[src/rtl/bts_pkg.sv]
`default_nettype none

package bts_pkg;

    localparam int MAX_SAMPLES_DEF = 4096;
    localparam int MAX_RUNS_DEF    = 64;
    localparam int QUEUE_DEPTH     = 4;

    localparam int LEVEL_W     = 16;
    localparam int SUM_W       = 18;
    localparam int LUMA_W      = 8;
    localparam int PROD_W      = 36;
    localparam int LUMA_LSB    = 27;
    localparam logic [SUM_W-1:0] RECIP3 = 18'd174763;

    localparam int CFG_IDX_W  = 2;
    localparam int CFG_DATA_W = 13;
    localparam logic [CFG_DATA_W-1:0] MIN_TAKE_RST = 13'd64;
    localparam logic [CFG_DATA_W-1:0] MIN_ELEM_RST = 13'd2;

    localparam logic [LUMA_W-1:0] FLAT_RANGE = 8'd16;
    localparam logic [LUMA_W-1:0] LUMA_MAX   = 8'd255;

    localparam int RUN_START_W = 12;
    localparam int RUN_WIDTH_W = 13;
    localparam int RUN_COUNT_W = 7;
    localparam int MEAN_W      = 13;
    localparam int TAKE_LEN_W  = 13;

    typedef enum logic [CFG_IDX_W-1:0] {
        REG_MIN_TAKE = 2'd0,
        REG_MIN_ELEM = 2'd1
    } cfg_reg_t;

    typedef enum logic [1:0] {
        STAT_OK    = 2'd0,
        STAT_SHORT = 2'd1,
        STAT_FLAT  = 2'd2,
        STAT_FEW   = 2'd3
    } status_t;

    typedef enum logic [3:0] {
        ST_REC,
        ST_CHECK,
        ST_FIRST,
        ST_WALK,
        ST_DIV_GO,
        ST_DIV_WAIT,
        ST_EMIT_RD,
        ST_EMIT_WR,
        ST_REJECT
    } state_t;

    typedef struct packed {
        logic [LEVEL_W-1:0] red_level;
        logic [LEVEL_W-1:0] green_level;
        logic [LEVEL_W-1:0] blue_level;
        logic               end_of_take;
    } in_word_t;

    typedef struct packed {
        status_t                status;
        logic [RUN_START_W-1:0] run_start;
        logic [RUN_WIDTH_W-1:0] run_width;
        logic                   run_dark;
        logic [RUN_COUNT_W-1:0] run_count;
        logic [MEAN_W-1:0]      mean_width;
        logic [TAKE_LEN_W-1:0]  take_length;
        logic                   last;
    } out_word_t;

    typedef struct packed {
        logic [LUMA_W-1:0] luma;
        logic              end_of_take;
    } smp_t;

endpackage

`default_nettype wire

[src/rtl/bts_queue.sv]
`default_nettype none

module bts_queue import bts_pkg::*; #(
    parameter int DEPTH = QUEUE_DEPTH
) (
    input  wire logic aclk,
    input  wire logic aresetn,
    input  wire logic in_valid,
    output logic      in_ready,
    input  wire smp_t in_word,
    output logic      out_valid,
    input  wire logic out_ready,
    output smp_t      out_word
);

    localparam int PW  = (DEPTH > 1) ? $clog2(DEPTH) : 1;
    localparam int CNW = $clog2(DEPTH + 1);

    smp_t           slot_reg [DEPTH];
    logic [PW-1:0]  wr_reg;
    logic [PW-1:0]  rd_reg;
    logic [CNW-1:0] cnt_reg;
    logic           push;
    logic           pop;

    assign in_ready  = (cnt_reg != CNW'(DEPTH));
    assign out_valid = (cnt_reg != '0);
    assign out_word  = slot_reg[rd_reg];
    assign push      = in_valid && in_ready;
    assign pop       = out_valid && out_ready;

    always_ff @(posedge aclk) begin
        if (!aresetn) begin
            wr_reg  <= '0;
            rd_reg  <= '0;
            cnt_reg <= '0;
        end else begin
            if (push) begin
                wr_reg <= (wr_reg == PW'(DEPTH - 1)) ? '0 : wr_reg + 1'b1;
            end
            if (pop) begin
                rd_reg <= (rd_reg == PW'(DEPTH - 1)) ? '0 : rd_reg + 1'b1;
            end
            if (push && !pop) begin
                cnt_reg <= cnt_reg + 1'b1;
            end else if (pop && !push) begin
                cnt_reg <= cnt_reg - 1'b1;
            end
        end
    end

    always_ff @(posedge aclk) begin
        if (push) begin
            slot_reg[wr_reg] <= in_word;
        end
    end

endmodule

`default_nettype wire

[config.mk]
export PLATFORM = sky130hd
export DESIGN_NAME = bts_queue
export DESIGN_NICKNAME = d
export VERILOG_FILES = /design/src/rtl/bts_pkg.sv /design/src/rtl/bts_queue.sv
export SDC_FILE = /design/constraint.sdc
export NUM_CORES = 1
export LEC_CHECK = 0
export BUFFER_PORTS_ARGS = -buffer_cell sky130_fd_sc_hd__buf_2
export CELL_PAD_IN_SITES_DETAIL_PLACEMENT = 1
export CELL_PAD_IN_SITES_GLOBAL_PLACEMENT = 1
export CORE_ASPECT_RATIO = 1.1
export CORE_MARGIN = 3
export CORE_UTILIZATION = 44
export DETAILED_ROUTE_END_ITERATION = 16
export PLACE_DENSITY_LB_ADDON = 0.2
export SYNTH_ARGS = -nofsm -noshare
export SYNTH_HDL_FRONTEND = slang
export SYNTH_SLANG_ARGS = --single-unit
[constraint.sdc]
create_clock -name aclk -period 3.9 [get_ports aclk]
set_input_delay 0.39 -clock aclk [delete_from_list [all_inputs] [get_ports aclk]]
set_output_delay 0.39 -clock aclk [all_outputs]
set_load 0.01 [all_outputs]
* Word level (Yosys, flattened, before mapping)
Memories as Yosys holds them, arrays and structs flattened. A register that Yosys moved wholly into a read port is not among the register bits.
Index checks and enable logic that the tools add are counted.
** Operators by class
- Add/sub/neg operators :: 4
- Equality and inequality tests :: 3
- Muxes and demuxes :: 8
- Reduce and logical (&&, ||, !) cells :: 8
** Operators by type and width (number)
- 2-to-1 mux 2 bit :: 4
- 2-to-1 mux 3 bit :: 2
- adder 2 x 1 -> 2 bit, second input constant :: 2
- == test 2 bit, second input constant :: 2
- logical AND 1 bit :: 4
- adder 3 x 1 -> 3 bit, second input constant :: 1
- inequality test 3 bit, second input constant :: 1
- nonzero test 3 bit :: 1
- subtractor 3 x 1 -> 3 bit, second input constant :: 1
- logical NOT 1 bit :: 2
- 2-to-1 mux 1 bit :: 2
- nonzero test 2 bit :: 1
** Storage, ports and cells
- Bits in writable memories :: 36
- Memories :: 1
- Logic and storage cells :: 27
- Flip-flop bits (word level) :: 7
** Memories
- slot_reg :: words 4, bits a word 9, rd ports 1, clocked after memory_dff 1, wr ports 1, RTL line bts_queue.sv:19 : smp_t slot_reg [DEPTH];

* Depth between registers and ports, before layout
Gate-level depths: netlist (run 1).
- Depth in word-level cells :: 6
- Depth in mapped cells :: 9
- Depth with buffers taken out :: 8

* Worst setup path before layout (run 1)
No wires, ideal clock.
- Path type :: register to register
- From :: reg cnt_reg[0]
- To :: reg cnt_reg[2]
- Cell stages (with the launch flop) :: 8
- Path slack :: 1.715 ns
- Arrival :: 2.109 ns
- Clock period less this slack :: 2.185 ns
- Path buffers :: 0
- Cells stage by stage :: dfxtp_1 -> o31ai_1 -> ha_1 -> inv_1 -> fa_1 -> xor2_1 -> or3_2 -> a21boi_0
** Between the ends
- Cells in the longest elaborated chain, start to end :: 5
- Elaborated cells on any way between the ends :: 13
- Those cells by class :: add/sub (2); eq/ne (1); mux (2); reduce/logical (8)
** RTL lines
- start, declared :: RTL line bts_queue.sv:22 : logic [CNW-1:0] cnt_reg;
- start signal, assigned :: RTL line bts_queue.sv:45 : cnt_reg <= cnt_reg + 1'b1;
- start signal, assigned :: RTL line bts_queue.sv:47 : cnt_reg <= cnt_reg - 1'b1;
- branches (longest 5 deep; another with subtractor 3 x 1 -> 3 bit)
Several ways; the timed one is not identified. The select of a mux whose other input is x is not followed.
A chain may end at the register's enable or synchronous reset.

* Worst setup path after layout (run 1)
Same ends and word-level chain as after synthesis.

==> results of run 1 <==
## synthesized netlist by cell type (2+ instances only)
cell      instances
o21ai_0           4
dfxtp_1           9
edfxtp_1         36
nand3_1           2
mux4_2            9
or3_2             2
nor2_1            2
mux2i_1           2
and3_2            4
inv_1             3
ha_1              6
nand2_1           5
## critical path, cell delays in order, from the launching register on
cell and delay [ns]:
dfxtp_1 0.37, o31ai_1 0.49, ha_1 0.29, inv_1 0.06, fa_1 0.38, xor2_1 0.17
or3_2 0.40, a21boi_0 0.18
## per-layer routing
metal / GRT usage (%) / share of wire, % / vias to the layer above
met5: 0 / 0 / -
met4: 6.09 / 1.4 / 0
met3: 5.08 / 4.4 / 6
met2: 26.8 / 55 / 22
met1: 16.8 / 39 / 474
li1: - / - / 430
## worst min path at each step
stage,cells after the start,slack [ns],endpoint,startpoint
finish,1,0.30,slot_reg[3][5],in_word[5]
global route,1,0.30,slot_reg[1][5],in_word[5]
CTS,1,0.29,slot_reg[1][5],in_word[5]
detailed placement,2,0.52,wr_reg[1],wr_reg[1]
global placement,2,0.49,wr_reg[1],wr_reg[1]
floorplan,2,0.47,wr_reg[1],wr_reg[1]
## cells by family (layout without fill, tap and decap cells)
logic type	count (synthesis)	in the layout
simple gates	20	20
xor+xnor	2	2
buf+inv	7	34
flops	45	45
compound gates	6	6
mux	11	11
fa+ha+maj	7	7
## power groups by stage
stage	clock network, W	logic, W	registers, W
final	0.000343	0.000332	0.000654
after global routing	0.000371	0.000372	0.000666
after CTS	0.000354	0.000342	0.000657
after detailed placement	0	0.000340	0.000668
after global placement	0	0.000325	0.000661
after floorplan	0	0.000261	0.000628
## cell type report
class | count | share of cell area [%]
sequential | 45 | 61.6
clock inverter | 3 | 2.02
clock buffer | 5 | 3.36
tap | 50 | 3.05
inverter | 3 | 0.550
multi-input combinational | 46 | 23.8
timing repair buffer | 23 | 5.62
## stage by stage
stage | hold WS [ns] | cell area [um^2] | instances | utilization, %
3_3_place_gp | 0.489 | 1940 | 167 | 51.4
2_1_floorplan | 0.468 | 1780 | 98 | -
6_report | 0.303 | 2050 | 175 | 54.3
3_5_place_dp | 0.516 | 1940 | 167 | 51.4
4_1_cts | 0.287 | 2050 | 175 | 54.3
5_1_grt | 0.295 | 2050 | 175 | 54.3
## cells in the final DEF, fill, tap and decap left out
cell type,count
a21boi_0,1
and2_1,1
and2_4,1
and3_2,4
buf_2,23
bufinv_16,1
clkbuf_8,5
clkinv_1,1
clkinvlp_4,1
dfxtp_1,9
edfxtp_1,36
fa_1,1
ha_1,6
inv_1,3
mux2i_1,2
mux4_2,9
nand2_1,5
nand3_1,2
nand4_1,1
nor2_1,2
nor2b_1,1
o21ai_0,4
o31ai_1,1
or3_2,2
or3b_1,1
xnor2_1,1
xor2_1,1
==> run metrics, run 1 <==
clk_skew=0.00907 ns; endpoint class of the critical path=register; storage element area=0.00126 mm^2; I/O pin cnt=24; status=complete, no violations; vias in the first global route=1061; Mean Syn Cell Area=18.1 um^2; Clock Sinks=45; Post-synth EDFFs=36; Congestion Overflow GR=0; top area cells in the synthesized netlist=edfxtp_1 61%, mux4_2 11%, dfxtp_1 10%; mux contribution to synthesized area=12.5%; wire length of the first global-routing pass=5.18 mm; reg-to-reg critical path startpoint=cnt_reg[0]; area share of the largest cell type after synthesis=60.8%; postcts setup bufs=0; DRT iter0 DRCs=38; Switch Pwr=0.000376 W; vias=932; post-synthesis xor/xnor area fraction=0.985%; Sequential Power Share=49.2%; fill count=366; max_cap viols=0; Critical Path AT=2.65 ns; largest family of logic cells by synthesized area=multiplexers; Setup WS post-layout=1.48 ns; fin crit period=2.42 ns; register clock-pin slew on the reported worst setup and hold paths=0.09 ns; Multi-input gate area=488 um^2; #FFs+latches synth=45; RR Endpoint=cnt_reg[2]; post-cts sizing count=0; Yosys top cell by area=edfxtp_1; hpwl dp=2.24 mm; maximum vdd drop=327 uV; Total GRT Usage=15.2%; adder-cell share of the synthesized area=5.35%; Min-Delay Path Class=input pin to register; CTS Hold Bufs=0; GPL Wtd Cong=0.673; Clock Power Share=25.8%; unique cell type count in the Yosys netlist=26; Setup CP Type=register to register; share of cells above drive strength 1=36.8%; cell leakage power=0.736 nW; Worst R2R Path Depth=7; Longest Clk Path Bufs=2; Rows=23; Cell Area, Synth=0.00178 mm^2; Tot Pwr=0.00133 W; drt first pass iters=4; largest net degree at the start of global routing=15; CTS Buf Count=5; Compound-Gate Fraction of Synth Area=1.97%; Post-Synth Simple-Gate Area=6.62%; Setup-failing EPs final=0; Internal=0.000953 W; Synth-to-Final Area Change=15.2%; IO buf count=23; CTS H-Tree Depth=2; asr flop ratio synth=0%; core area=0.00377 mm^2; Gate power share=25.0%; CTS tree=yes; Vias/cell=5.33; DIE WIDTH=66.6 um; CP required=4.12 ns; total negative slack=0 ns; pre-CTS setup slack=1.48 ns; clock root cell=clkbuf_8; end of the critical path=cnt_reg[2]; r2r setup slk=1.48 ns; Clock Latency Late Sink=0.30 ns; CP max FO=5; YS warnings=0; CP Launch Type=register; drt drc=0; Die ar.=0.00484 mm^2; Max Slew Vio Count=0; PwrDens=649 mW/mm^2; sequential area share after synthesis=70.9%; most common flop cell mapped by yosys=edfxtp_1; syn nets=118; Layout Nets=144; ANT nets after route=0; Sw Ratio=28.3%; initial antenna violation count=0; Slew HR=58.7%; Cells after Synth=98; mean routed wirelength per cell=17.7 um; fin crit share=62.2%; Die Height=72.7 um; Max Fclk=413 MHz; Worst-Margin Slew=0.619 ns; n_diodes=0; Hold Vio Cnt, Final=0; RSZ-0062 raised after global routing=false; Routed WL=3.09 mm; crit path from=cnt_reg[0]; Largest register FFs=36; initial core utilization=47.2%
Power figures use the tool's default switching activity.
==> inputs of run 2 (changes only) <==
==> constraint.sdc (replaced) <==
create_clock -name aclk -period 2.3 [get_ports aclk]
set_input_delay 0.23 -clock aclk [delete_from_list [all_inputs] [get_ports aclk]]
set_output_delay 0.23 -clock aclk [all_outputs]
set_load 0.01 [all_outputs]
==> run metrics, run 2 (same netlist as run 1, synthesis figures left out) <==
clock root cell=clkbuf_8; endpoint class of the critical path=register; Internal=0.00168 W (+77%); I/O pin cnt=24 (unchanged); Longest Clk Path Bufs=2 (unchanged); ANT nets after route=0 (unchanged); Clock Power Share=26.3% (+0.5 points); register clock-pin slew on the reported worst setup and hold paths=0.08 ns (about the same); initial core utilization=47.2% (unchanged); DIE WIDTH=66.6 um (unchanged); mean routed wirelength per cell=16.4 um (-7.1%); largest net degree at the start of global routing=15 (unchanged); crit path from=cnt_reg[2]; Die ar.=0.00484 mm^2 (unchanged); CTS H-Tree Depth=2 (unchanged); Total GRT Usage=14.0% (-1.3 points); Sw Ratio=27.4% (-0.89 points); CP max FO=5 (unchanged); Setup CP Type=register to register; Die Height=72.7 um (unchanged); fin crit share=93.6% (+31 points); Vias/cell=5.14 (-3.5%); Sequential Power Share=46.8% (-2.4 points); maximum vdd drop=650 uV (+99%); Switch Pwr=0.000635 W (+69%); fin crit period=2.15 ns (-0.271 ns); Worst-Margin Slew=0.467 ns (-0.152 ns); most common cell after layout, fill and taps aside=edfxtp_1; Worst R2R Path Depth=8 (+1); share of cells above drive strength 1=41.4% (+4.6 points); initial antenna violation count=0 (unchanged); Min-Delay Path Class=input pin to register; RR Endpoint=cnt_reg[2]; Setup-failing EPs final=0 (unchanged); hpwl dp=2.07 mm (-7.6%); CTS tree=yes; core area=0.00377 mm^2 (unchanged); wire length of the first global-routing pass=4.93 mm (-4.9%); vias=915 (-1.8%); end of the critical path=cnt_reg[2]; Congestion Overflow GR=0 (unchanged); drt first pass iters=4 (unchanged); Critical Path AT=2.37 ns (-0.28 ns); Clock Latency Late Sink=0.29 ns (about the same); status=complete, no violations; reg-to-reg critical path startpoint=cnt_reg[2]; Clock Sinks=45 (unchanged); Routed WL=2.92 mm (-5.5%); CP required=2.52 ns (-1.60 ns); total negative slack=0 ns (unchanged); vias in the first global route=983 (-7.4%); clk_skew=0.00516 ns (-0.00391 ns); fill count=362 (-1.1%); Rows=23 (unchanged); CP Launch Type=register; Gate power share=26.9% (+1.9 points); DRT iter0 DRCs=50 (+32%); n_diodes=0 (unchanged); PwrDens=1110 mW/mm^2 (+71%); RSZ-0062 raised after global routing=false; Slew HR=68.8% (+10 points); cell leakage power=0.756 nW (+2.7%); Synth-to-Final Area Change=17.5%; r2r setup slk=0.15 ns (-1.33 ns); commonest non-fill, non-tap cells in the layout=36 x edfxtp_1, 23 x buf_2, 9 x mux4_2; Layout Nets=147 (+2.1%); drt drc=0 (unchanged); worst hold slack=0.152 ns (-0.151 ns); max_cap viols=0 (unchanged); Hold Vio Cnt, Final=0 (unchanged); CTS Buf Count=5 (unchanged); Largest register FFs=36 (unchanged); Max Slew Vio Count=0 (unchanged); GPL Wtd Cong=0.740 (+10%); Max Fclk=464 MHz (+13%); IO buf count=23 (unchanged)
==> run 2: how the worst min path moves through the flow <==
stage	from	end	slack [ns]	depth (start not counted)
global route	in_word[4]	slot_reg[3][4]	0.15	1
finish	in_word[8]	slot_reg[2][8]	0.15	1
global placement	in_word[4]	slot_reg[2][4]	0.44	1
detailed placement	in_word[4]	slot_reg[3][4]	0.45	1
CTS	in_word[8]	slot_reg[1][8]	0.15	1
floorplan	in_word[0]	slot_reg[0][0]	0.33	0
==> run 2: through the flow <==
stage / setup slack, ns / util (%) / cell area [um^2] / instances / total power (W)
after detailed placement: 0.116 / 52.0 / 1960 / 170 / 0.00173
after global routing: 0.000679 / 55.4 / 2090 / 178 / 0.00247
final: 0.146 / 55.4 / 2090 / 178 / 0.00232
after global placement: 0.218 / 52.0 / 1960 / 170 / 0.00170
after floorplan: 0.115 / - / 1780 / 98 / 0.00151
after CTS: 0.0774 / 55.2 / 2080 / 178 / 0.00234
==> run 2: final cells by class <==
cell class                      instances  area, um^2  share of cell area, %
Clock inverter                          2        37.5                   1.80
Timing Repair Buffer                   26         138                   6.59
Sequential cell                        45        1260                   60.5
Multi-Input combinational cell         46         493                   23.6
Inverter                                3        11.3                  0.539
Tap cell                               50        62.6                   3.00
Clock buffer                            6        82.6                   3.95
==> run 2: power by group through the flow <==
stage | logic (W) | clock network, W | registers [W]
after floorplan | 0.000442 | 0 | 0.00106
after global placement | 0.000615 | 0 | 0.00108
after detailed placement | 0.000634 | 0 | 0.00110
after CTS | 0.000639 | 0.000621 | 0.00108
after global routing | 0.000704 | 0.000661 | 0.00110
final | 0.000624 | 0.000609 | 0.00108
==> run 2: layer usage <==
metal	up-vias	track usage (%)	part of all wire, %
li1	432	-	-
met3	4	2.93	3.8
met2	18	23.8	54
met5	-	0	0
met4	0	4.06	0.82
met1	461	18.0	42
==> run 2: worst max-delay path, stage by stage, from the launching register on <==
cell      delay [ns]
dfxtp_1         0.40
or3b_1          0.39
and2_4          0.19
ha_1            0.22
inv_1           0.08
fa_1            0.18
xor2_1          0.07
or3_2           0.41
a21boi_0        0.16
==> run 2: timing repair <==
item                                    CTS  global route
endpoints found under the setup margin    0             1
hold buffers                              0             0
gates resized for setup                   0             3
setup buffers                             0             0
endpoints found under the hold margin     0             0
