--- config.mk ---
export PLATFORM = sky130hd
export DESIGN_NAME = bts_front
export DESIGN_NICKNAME = d
export VERILOG_FILES = /design/src/rtl/bts_pkg.sv /design/src/rtl/bts_front.sv
export SDC_FILE = /design/constraint.sdc
export NUM_CORES = 1
export LEC_CHECK = 0
export BUFFER_PORTS_ARGS = -buffer_cell sky130_fd_sc_hd__buf_2
export CORE_UTILIZATION = 48
export CTS_CLUSTER_DIAMETER = 60
export DETAILED_ROUTE_END_ITERATION = 6
export PLACE_DENSITY = 0.7
export SETUP_SLACK_MARGIN = 0.05
export SLEW_MARGIN = 20
export SYNTH_ARGS = -nofsm -noshare
export SYNTH_HDL_FRONTEND = slang
export SYNTH_SLANG_ARGS = --single-unit
--- constraint.sdc ---
create_clock -name aclk -period 8.07 [get_ports aclk]
set_input_delay 0.807 -clock aclk [delete_from_list [all_inputs] [get_ports aclk]]
set_output_delay 0.807 -clock aclk [all_outputs]
set_load 0.1 [all_outputs]
--- src/rtl/bts_pkg.sv ---
`default_nettype none

package bts_pkg;

    localparam int MAX_SAMPLES_DEF = 4096;
    localparam int MAX_RUNS_DEF    = 64;
    localparam int QUEUE_DEPTH     = 4;

    localparam int LEVEL_W     = 16;
    localparam int SUM_W       = 18;
    localparam int LUMA_W      = 8;
    localparam int PROD_W      = 36;
    localparam int LUMA_LSB    = 27;
    localparam logic [SUM_W-1:0] RECIP3 = 18'd174763;

    localparam int CFG_IDX_W  = 2;
    localparam int CFG_DATA_W = 13;
    localparam logic [CFG_DATA_W-1:0] MIN_TAKE_RST = 13'd64;
    localparam logic [CFG_DATA_W-1:0] MIN_ELEM_RST = 13'd2;

    localparam logic [LUMA_W-1:0] FLAT_RANGE = 8'd16;
    localparam logic [LUMA_W-1:0] LUMA_MAX   = 8'd255;

    localparam int RUN_START_W = 12;
    localparam int RUN_WIDTH_W = 13;
    localparam int RUN_COUNT_W = 7;
    localparam int MEAN_W      = 13;
    localparam int TAKE_LEN_W  = 13;

    typedef enum logic [CFG_IDX_W-1:0] {
        REG_MIN_TAKE = 2'd0,
        REG_MIN_ELEM = 2'd1
    } cfg_reg_t;

    typedef enum logic [1:0] {
        STAT_OK    = 2'd0,
        STAT_SHORT = 2'd1,
        STAT_FLAT  = 2'd2,
        STAT_FEW   = 2'd3
    } status_t;

    typedef enum logic [3:0] {
        ST_REC,
        ST_CHECK,
        ST_FIRST,
        ST_WALK,
        ST_DIV_GO,
        ST_DIV_WAIT,
        ST_EMIT_RD,
        ST_EMIT_WR,
        ST_REJECT
    } state_t;

    typedef struct packed {
        logic [LEVEL_W-1:0] red_level;
        logic [LEVEL_W-1:0] green_level;
        logic [LEVEL_W-1:0] blue_level;
        logic               end_of_take;
    } in_word_t;

    typedef struct packed {
        status_t                status;
        logic [RUN_START_W-1:0] run_start;
        logic [RUN_WIDTH_W-1:0] run_width;
        logic                   run_dark;
        logic [RUN_COUNT_W-1:0] run_count;
        logic [MEAN_W-1:0]      mean_width;
        logic [TAKE_LEN_W-1:0]  take_length;
        logic                   last;
    } out_word_t;

    typedef struct packed {
        logic [LUMA_W-1:0] luma;
        logic              end_of_take;
    } smp_t;

endpackage

`default_nettype wire

--- src/rtl/bts_front.sv ---
`default_nettype none

module bts_front import bts_pkg::*; (
    input  wire logic     aclk,
    input  wire logic     aresetn,
    input  wire logic     s_valid,
    output logic          s_ready,
    input  wire in_word_t s_data,
    output logic          q_valid,
    input  wire logic     q_ready,
    output smp_t          q_word
);

    logic             vld_reg;
    logic [SUM_W-1:0] sum_reg;
    logic             end_reg;
    logic [PROD_W-1:0] prod;

    assign s_ready = !vld_reg || q_ready;
    assign q_valid = vld_reg;
    assign prod    = PROD_W'(sum_reg) * PROD_W'(RECIP3);

    always_comb begin
        q_word.luma        = prod[LUMA_LSB +: LUMA_W];
        q_word.end_of_take = end_reg;
    end

    always_ff @(posedge aclk) begin
        if (!aresetn) begin
            vld_reg <= 1'b0;
        end else if (s_valid && s_ready) begin
            vld_reg <= 1'b1;
        end else if (q_ready) begin
            vld_reg <= 1'b0;
        end
    end

    always_ff @(posedge aclk) begin
        if (s_valid && s_ready) begin
            sum_reg <= SUM_W'(s_data.red_level) + SUM_W'(s_data.green_level)
                       + SUM_W'(s_data.blue_level);
            end_reg <= s_data.end_of_take;
        end
    end

endmodule

`default_nettype wire

* Yosys cells after proc, flatten, opt, wreduce, memory -nomap -nowiden *
Cells that the tools add are included.

cells by class
  add/sub/neg operators = 2
  $mul = 1
  multiplexer cells = 2
  reduce and logical (&&, ||, !) cells = 4

operators by type and width
  kind                    count
  $mul 18x18->35 const B  1
  $add 17x16->18          1
  $add 16x16->17          1
  $mux 1                  2
  $reduce_bool 2->1       1
  $logic_and 1x1->1       1
  $logic_not 1->1         1
  $logic_or 1x1->1        1

storage, ports and cells
  bits in registers = 20
  input port bits = 53
  output and inout port bits = 11
  logic and storage cells = 12

* Logic depth before layout (Yosys ltp) *
Gate-level depths: netlist of run 1.

  depth in word-level cells = 4
  gate-level depth with buffers = 21
  mapped depth without buffers = 20

* Worst setup path before layout of run 1 *
OpenSTA, ideal clock, no wires.

  path kind = reg-to-output
  start = reg sum_reg[1]
  end = out q_word[7] in the netlist's numbering
  arrival time = 5.334 ns
  required time = 7.263 ns
  path slack = 1.929 ns
  stages on the path, launching flop included = 22
  buffers on the path = 1
  path through = edfxtp_1 > ha_1 > xor2_1 > ha_1 > inv_1 > fa_1 > inv_1 > fa_1 > fa_1 > inv_1 > fa_1 > inv_1 > ha_1 > nand2_1 > o21ai_1 > a41oi_1 > a21o_1 > a31o_1 > a31o_4 > o21bai_4 > xor2_2 > buf_4

between the ends
  cells in the longest elaborated chain, start to end = 1

RTL lines
  element                 line             source
  start, declared         bts_front.sv:15  logic [SUM_W-1:0] sum_reg;
  start signal, assigned  bts_front.sv:40  sum_reg <= SUM_W'(s_data.red_level) + SUM_W'(s_data.green_level)
  $mul 18x18->35          bts_front.sv:21  assign prod = PROD_W'(sum_reg) * PROD_W'(RECIP3);
  end, declared           bts_front.sv:11  output smp_t q_word

No other way between the ends.

==> results of run 1 <==
==> synth_stat cells (3+ instances only) <==
master    instances
a21o_1            7
a21oi_1          19
a31oi_1           3
and2_1            4
buf_4             9
edfxtp_1         19
fa_1            124
ha_1            170
inv_1           246
nand2_1          13
nand3_1           9
nand4_1           4
nor2_1           13
nor2b_1           4
nor3_1            9
o21ai_0           8
o21ai_1           5
or3_1             4
xnor2_1          17
xor2_1            7
==> worst max-delay path by stage <==
stage	from	endpoint	depth (start not counted)
after floorplan	sum_reg[1]	q_word[7]	21
after global placement	sum_reg[1]	q_word[7]	21
after detailed placement	sum_reg[1]	q_word[7]	21
after CTS	sum_reg[1]	q_word[7]	21
after global routing	sum_reg[5]	q_word[5]	20
final	sum_reg[1]	q_word[7]	21
==> metal layers <==
layer  track usage (%)  part of all wire [%]
met3             0.902                   2.0
met4              4.89                   2.2
met5                 0                     0
met2              33.4                    48
met1              24.6                    48
==> worst max-delay path, cell delays in order (launching register included) <==
cell,delay [ps]
edfxtp_1,510
ha_1,420
xor2_1,220
ha_1,310
inv_1,60
fa_1,550
inv_1,60
fa_1,500
fa_1,540
inv_1,50
fa_1,520
inv_1,40
ha_1,280
nand2_1,80
o21ai_1,140
a41oi_1,130
a21o_1,200
a31o_1,260
a31o_4,270
o21bai_4,130
xor2_2,120
buf_2,430
==> placed cells by master (no fill, tap or decap), types with 7 or more instances in the layout <==
cell	n
buf_2	63
edfxtp_1	19
xor2_1	7
nor2_1	13
o21ai_0	8
nand3_1	9
ha_1	170
inv_1	246
nand2_1	13
a21o_1	7
fa_1	124
xnor2_1	17
a21oi_1	19
nor3_1	9
==> final cells by class <==
| class | instances | share of cell area (%) |
|---|---|---|
| timing repair buffer | 63 | 4.06 |
| clock buffer | 4 | 1.14 |
| inverter | 246 | 11.9 |
| multi-input combinational | 449 | 72.3 |
| sequential | 20 | 7.60 |
| tap | 184 | 2.96 |
==> kinds of logic after synthesis <==
| family | after synthesis | share of synthesized area [%] |
|---|---|---|
| xor gates and xnor gates | 25 | 3.15 |
| DFF | 20 | 8.20 |
| adders and majority gates | 294 | 64.0 |
| buffers and inverters | 255 | 13.8 |
| AOI/OAI and AO/OA | 61 | 5.93 |
| and+or+nand+nor | 69 | 4.95 |
==> through the flow <==
stage / cell area, sq um / hold WS [ps]
3_3_place_gp: 7680 / 509
2_1_floorplan: 7200 / 906
5_1_grt: 7770 / 600
3_5_place_dp: 7680 / 524
6_report: 7770 / 531
4_1_cts: 7770 / 532
==> flow_summary.json, run 1 <==
{
  "ys.flop_type": "edfxtp_1",
  "grtUsageTotal_pct": 18.7,
  "cts_tree": "built",
  "synthToLayoutAreaGrowth_pct": 7.87,
  "hp-start": "q_valid",
  "ys_types": 45,
  "grt_setup_unrepaired": "false",
  "regArea_sq_um": 591,
  "worst_pin_slew_ps": 874,
  "dieArea_sq_um": 15500,
  "portBuffers": 63,
  "syn_area_sq_um": 7200,
  "ctsHoldBuffers": 0,
  "htree_levels": 1,
  "drive_above_1_share_pct": 9.97,
  "place_ws_ps": 1440,
  "fmax_mhz": 145,
  "r2r_setup_slack_ps": 6580,
  "worstSkewPairLatency_ps": 250,
  "viasPerCell": 4.85,
  "holdPathEnd": "q_valid",
  "post_drt_wl_per_cell_microns": 13.7,
  "r2r-end": "sum_reg[15]",
  "setup_viol": 0,
  "hold-path-cell-count": 2,
  "fp.dieH_microns": 124,
  "fin_crit_ps": 6880,
  "nets": 1130,
  "ios": 64,
  "vias": 4688,
  "routabilityCongestion": 0.882,
  "yosysTopAreaCell": "fa_1",
  "dp_hpwl_microns": 12400,
  "endpoint_kind": "primary output",
  "drv_cap": 0,
  "status": "completed",
  "design.core.area_sq_um": 14600,
  "worst_slew_margin_rel_pct": 41.8,
  "drc": 0,
  "setup_slack_ps": 1190,
  "antenna_found_initial": 0,
  "ys_warn_count": 0,
  "cts_sinks": 20,
  "synthesis.nets": 1071,
  "clockRootBuffer": "clkbuf_16",
  "start_kind": "flop",
  "ctsResizeCount": 0,
  "hp-class": "reg2reg",
  "synth_cells": 724,
  "post-cts-setup-buffers": 0,
  "hold_viol_final": 0,
  "largest_reg_flops": 18,
  "instances_no_fill": 966,
  "ys_seq_elements": 20,
  "dp_cells": 962,
  "synth-edff-count": 19,
  "layout_worst_path_cycle_share_pct": 85.2,
  "wl_microns": 13200,
  "initial_core_util_pct": 49.4,
  "fillers": 1299,
  "synth-seq-area-share_pct": 8.20,
  "diodes": 0,
  "multi_input_area_sq_um": 5620,
  "synth_top_area_share_pct": 34.5,
  "tns_ps": 0,
  "clk_pin_slew_worst_paths_ps": 60,
  "avgSynthCellArea_sq_um": 9.95,
  "synth.area.top_cells": "fa_1, ha_1, inv_1, edfxtp_1, xnor2_1",
  "slew_violations": 0,
  "final_util_pct": 53.2,
  "max-clock-path-buffers": 2,
  "worstPathMaxFanout": 7,
  "path_class": "reg2out",
  "die_x_microns": 124,
  "num_rows": 44,
  "grt_pass1_wl_microns": 23400,
  "crit_required_ps": 7260,
  "r2r_cells": 2,
  "dr.pass1.iters": 4,
  "grt_pass1_vias": 5097,
  "finClkSkew_ps": 3.30,
  "cp.arrival_ps": 6070,
  "r2r-start": "q_valid",
  "drt.antenna.violating_nets": 0,
  "grt_max_degree": 20,
  "grt-ovfl-total": 0,
  "cts_buffers": 3,
  "async_flop_share_pct": 0,
  "drt_iter0_markers": 101
}
Power of run 1 is not shown: default switching activity piles up to over one toggle a cycle in this logic, so the estimate is an artifact.
==> run 2, diff against run 1 <==
--- a/config.mk
+++ b/config.mk
@@ -9,7 +9,8 @@
 export CORE_UTILIZATION = 48
 export CTS_CLUSTER_DIAMETER = 60
 export DETAILED_ROUTE_END_ITERATION = 6
-export PLACE_DENSITY = 0.7
+export HOLD_SLACK_MARGIN = 0.03
+export PLACE_DENSITY = 0.72
 export SETUP_SLACK_MARGIN = 0.05
 export SLEW_MARGIN = 20
 export SYNTH_ARGS = -nofsm -noshare
==> constraint.sdc (replaced) <==
create_clock -name aclk -period 5.7 [get_ports aclk]
set_input_delay 0.57 -clock aclk [delete_from_list [all_inputs] [get_ports aclk]]
set_output_delay 0.57 -clock aclk [all_outputs]
set_load 0.1 [all_outputs]
==> flow_summary.json, run 2 (synthesis gave the netlist of run 1 again) <==
{
  "crit_required_ps": 5130,
  "clk_pin_slew_worst_paths_ps": 60,
  "path_class": "reg2out",
  "num_rows": 44,
  "hold_viol_final": 0,
  "hp-class": "in2reg",
  "mostFrequentLayoutCells": "inv_1, ha_1, fa_1",
  "design.core.area_sq_um": 14600,
  "drt.antenna.violating_nets": 0,
  "cts_buffers": 3,
  "worst_pin_slew_ps": 814,
  "grtUsageTotal_pct": 20.6,
  "tns_ps": -3260,
  "dieArea_sq_um": 15500,
  "finClkSkew_ps": 0.928,
  "final_common_cell": "inv_1",
  "layout_worst_path_cycle_share_pct": 109,
  "max-clock-path-buffers": 2,
  "antenna_found_initial": 0,
  "slew_violations": 0,
  "initial_core_util_pct": 49.4,
  "dr.pass1.iters": 4,
  "dp_cells": 1012,
  "grt-ovfl-total": 0,
  "nets": 1211,
  "vias": 5146,
  "start_kind": "flop",
  "die_x_microns": 124,
  "setup_slack_ps": -492,
  "drt_iter0_markers": 168,
  "fin_crit_ps": 6190,
  "endpoint_kind": "primary output",
  "ios": 64,
  "grt_setup_unrepaired": "true",
  "cts_sinks": 20,
  "worst_slew_margin_rel_pct": 45.8,
  "dp_hpwl_microns": 13100,
  "cts_tree": "built",
  "viasPerCell": 4.91,
  "setup_viol": 8,
  "ctsHoldBuffers": 0,
  "fp.dieH_microns": 124,
  "worstPathMaxFanout": 4,
  "routabilityCongestion": 0.939,
  "drc": 0,
  "whs_ps": 490,
  "portBuffers": 63,
  "instances_no_fill": 1047,
  "htree_levels": 1,
  "drv_cap": 0,
  "post_drt_wl_per_cell_microns": 14.7,
  "violations": "negative setup slack",
  "fmax_mhz": 162,
  "clockRootBuffer": "clkbuf_16",
  "cp.arrival_ps": 5620,
  "wl_microns": 15400,
  "grt_max_degree": 20,
  "synthToLayoutAreaGrowth_pct": 26.2,
  "grt_pass1_vias": 5666,
  "diodes": 0,
  "worstSkewPairLatency_ps": 260,
  "drive_above_1_share_pct": 26.3,
  "final_util_pct": 62.3,
  "largest_reg_flops": 18,
  "status": "finished with violations",
  "grt_pass1_wl_microns": 25800
}
==> run 2: cell count changes in the layout (fill, tap and decap cells not counted), sizes merged <==
cell,change
bufinv,+1
buf,+80
clkbuf,-1
bufbuf,+1
==> run 2: worst max-delay path, stage by stage (launching register included) <==
cell	delay (ps)
edfxtp_1	420
buf_4	170
ha_4	170
fa_1	480
inv_1	60
fa_1	490
fa_1	500
inv_1	50
fa_1	490
inv_1	50
fa_1	480
inv_2	50
ha_4	260
and4_4	240
nand3_4	70
nor3_4	210
o21ai_4	90
a31o_4	240
a31o_4	280
o21bai_4	140
xor2_2	190
buf_12	200
==> run 2: layer usage <==
layer  GRT usage, %  vias up  share of wire (%)
li1               -     2513                  -
met1           26.0     2499                 43
met2           36.9      103                 51
met3           1.20       31                2.8
met4           8.36        0                3.2
met5              0        -                  0
==> run 2: path summary, 6_finish.rpt <==
kind	depth (start not counted)	slack, ps	start	end
worst max-delay path	21	-490	sum_reg[6]	q_word[7]
worst min-delay path	1	490	s_data[0]	end_reg
worst max register to register	2	4250	q_valid	sum_reg[13]
worst min register to register	2	530	q_valid	q_valid
==> run 2: area by class of cell <==
cell class                 instances  area, sq um
timing repair buffer             144         1100
fill                            1087         5500
multi-input combinational        449         6140
inverter                         246          923
tap                              184          230
sequential                        20          591
clock buffer                       3         75.1
clock inverter                     1         30.0
==> run 2: repair_timing <==
| action | 4_1_cts | 5_1_grt |
|---|---|---|
| buffers inserted | 17 | 14 |
| endpoints found under the hold margin | 0 | 0 |
| setup endpoints to repair | 8 | 8 |
| gates resized for setup | 46 | 40 |
| pin swaps | 43 | 45 |
==> run 2: through the flow <==
step	setup slack [ps]	cell area (sq um)
2_1_floorplan	-25.1	7310
4_1_cts	-449	8780
3_3_place_gp	-242	8260
6_report	-492	9090
5_1_grt	-687	9090
3_5_place_dp	-316	8260
Power of run 2 is left out for the same reason.
==> run 3, diff against run 2 <==
--- a/config.mk
+++ b/config.mk
@@ -5,12 +5,13 @@
 export SDC_FILE = /design/constraint.sdc
 export NUM_CORES = 1
 export LEC_CHECK = 0
+export ABC_AREA = 1
 export BUFFER_PORTS_ARGS = -buffer_cell sky130_fd_sc_hd__buf_2
 export CORE_UTILIZATION = 48
 export CTS_CLUSTER_DIAMETER = 60
 export DETAILED_ROUTE_END_ITERATION = 6
 export HOLD_SLACK_MARGIN = 0.03
-export PLACE_DENSITY = 0.72
+export PLACE_DENSITY = 0.66
 export SETUP_SLACK_MARGIN = 0.05
 export SLEW_MARGIN = 20
 export SYNTH_ARGS = -nofsm -noshare
==> constraint.sdc (replaced) <==
create_clock -name aclk -period 7.5 [get_ports aclk]
set_input_delay 0.75 -clock aclk [delete_from_list [all_inputs] [get_ports aclk]]
set_output_delay 0.75 -clock aclk [all_outputs]
set_load 0.1 [all_outputs]
==> flow_summary.json, run 3 <==
{
  "status": "completed",
  "yosysMostFrequentCell": "inv_1",
  "layout_worst_path_cycle_share_pct": 84.7,
  "post_drt_wl_per_cell_microns": 13.2,
  "wl_microns": 16500,
  "largest_reg_flops": 18,
  "synth-seq-area-share_pct": 7.33,
  "synth-edff-count": 19,
  "finClkSkew_ps": 6.74,
  "fmax_mhz": 157,
  "ctsResizeCount": 0,
  "grt_pass1_wl_microns": 29100,
  "grtUsageTotal_pct": 20.8,
  "dieArea_sq_um": 17300,
  "path_class": "reg2out",
  "dp_cells": 1249,
  "synth_top_area_share_pct": 30.8,
  "dr.pass1.iters": 4,
  "htree_levels": 1,
  "setup_viol": 0,
  "worst_slew_margin_rel_pct": 57.5,
  "crit_required_ps": 6750,
  "initial_core_util_pct": 49.0,
  "max-clock-path-buffers": 2,
  "synth_cells": 975,
  "vias": 5961,
  "async_flop_share_pct": 0,
  "tns_ps": 0,
  "dp_hpwl_microns": 15300,
  "instances_no_fill": 1253,
  "fin_crit_ps": 6350,
  "grt_pass1_vias": 6243,
  "cts_sinks": 20,
  "num_rows": 47,
  "ys_warn_count": 0,
  "drc": 0,
  "routabilityCongestion": 0.873,
  "hp-class": "reg2reg",
  "cp.arrival_ps": 5600,
  "fillers": 1554,
  "worstSkewPairLatency_ps": 260,
  "hold_viol_final": 0,
  "worst_pin_slew_ps": 636,
  "final_util_pct": 52.8,
  "ys.flop_type": "edfxtp_1",
  "whs_ps": 556,
  "start_kind": "flop",
  "synthToLayoutAreaGrowth_pct": 7.93,
  "clockRootBuffer": "clkbuf_16",
  "nets": 1381,
  "endpoint_kind": "primary output",
  "final_common_cell": "inv_1",
  "post-cts-setup-buffers": 0,
  "grt_max_degree": 20,
  "cts_tree": "built",
  "ys_types": 32,
  "synthesis.nets": 1322,
  "grt_setup_unrepaired": "false",
  "avgSynthCellArea_sq_um": 8.27,
  "die_x_microns": 132,
  "ctsHoldBuffers": 0,
  "cts_buffers": 3,
  "mostFrequentLayoutCells": "inv_1, ha_1, nand2_1",
  "yosysTopAreaCell": "fa_1",
  "synth.cells.most_frequent": "inv_1, ha_1, nand2_1",
  "grt-ovfl-total": 0,
  "syn_area_sq_um": 8060,
  "synth.area.top_cells": "fa_1, ha_1, inv_1, edfxtp_1, nand2_1",
  "antenna_found_initial": 0,
  "slew_violations": 0,
  "drive_above_1_share_pct": 8.03,
  "worstPathMaxFanout": 6,
  "drv_cap": 0,
  "portBuffers": 63,
  "ys_seq_elements": 20,
  "viasPerCell": 4.76,
  "design.core.area_sq_um": 16500,
  "drt.antenna.violating_nets": 0,
  "diodes": 0,
  "ios": 64,
  "fp.dieH_microns": 132,
  "drt_iter0_markers": 249,
  "clk_pin_slew_worst_paths_ps": 60
}
-- run 3: changes by cell type after synthesis, moves of 5 or more --
cell     delta
o21ai_0    +16
nand2_1   +137
nor2_1     +31
a21oi_1    +27
xnor2_1     -9
nand3_1    +17
o21ai_1     -5
nand2_2     +6
inv_1      +59
-- run 3: routing by layer --
layer	part of all wire, %	up-vias	global-route usage (%)
met1	51	2787	29.7
met5	0	-	0
li1	-	3072	-
met3	2.7	13	1.16
met2	46	89	35.2
met4	1.0	0	3.10
-- run 3: worst paths after layout --
check	to	depth (start not counted)	startpoint	slack [ps]
min	q_valid	2	q_valid	560
max	q_word[6]	19	sum_reg[4]	1150
max reg2reg	sum_reg[17]	1	q_valid	6240
min reg2reg	q_valid	2	q_valid	560
-- run 3: kinds of logic after synthesis --
kind of cell / Yosys count / share of synthesized area [%]
AO/OA/AOI/OAI: 85 / 5.71
XOR/XNOR: 17 / 1.85
adder cells (fa/ha/maj): 294 / 57.2
buffers and inverters: 315 / 15.1
flip-flops: 20 / 7.33
AND/OR/NAND/NOR: 244 / 12.9
-- run 3: area by class of cell --
type	instances	area [sq um]	share of cell area, %
multi-input combinational	640	6270	72.0
sequential	20	591	6.79
tap	220	275	3.16
clock buffer	3	75.1	0.863
inverter	306	1150	13.2
clock inverter	1	30.0	0.345
timing repair buffer	63	315	3.62
-- run 3: stage by stage --
step / area [sq um] / worst slack, ps
finish: 8700 / 1150
global route: 8700 / 837
CTS: 8690 / 1130
global placement: 8590 / 1410
floorplan: 8060 / 1870
detailed placement: 8590 / 1420
-- run 3: worst max-delay path, stage by stage (launching register included) --
cell	delay [ps]
edfxtp_1	530
ha_1	400
fa_1	520
inv_1	60
fa_1	530
inv_1	60
fa_1	500
fa_1	540
inv_1	50
fa_1	520
inv_1	40
ha_1	330
a21oi_1	210
o21ai_0	170
nand2_1	90
nand2_1	50
a21oi_1	170
nand3_1	90
nand2_1	70
buf_2	410
Power of run 3 is left out for the same reason.
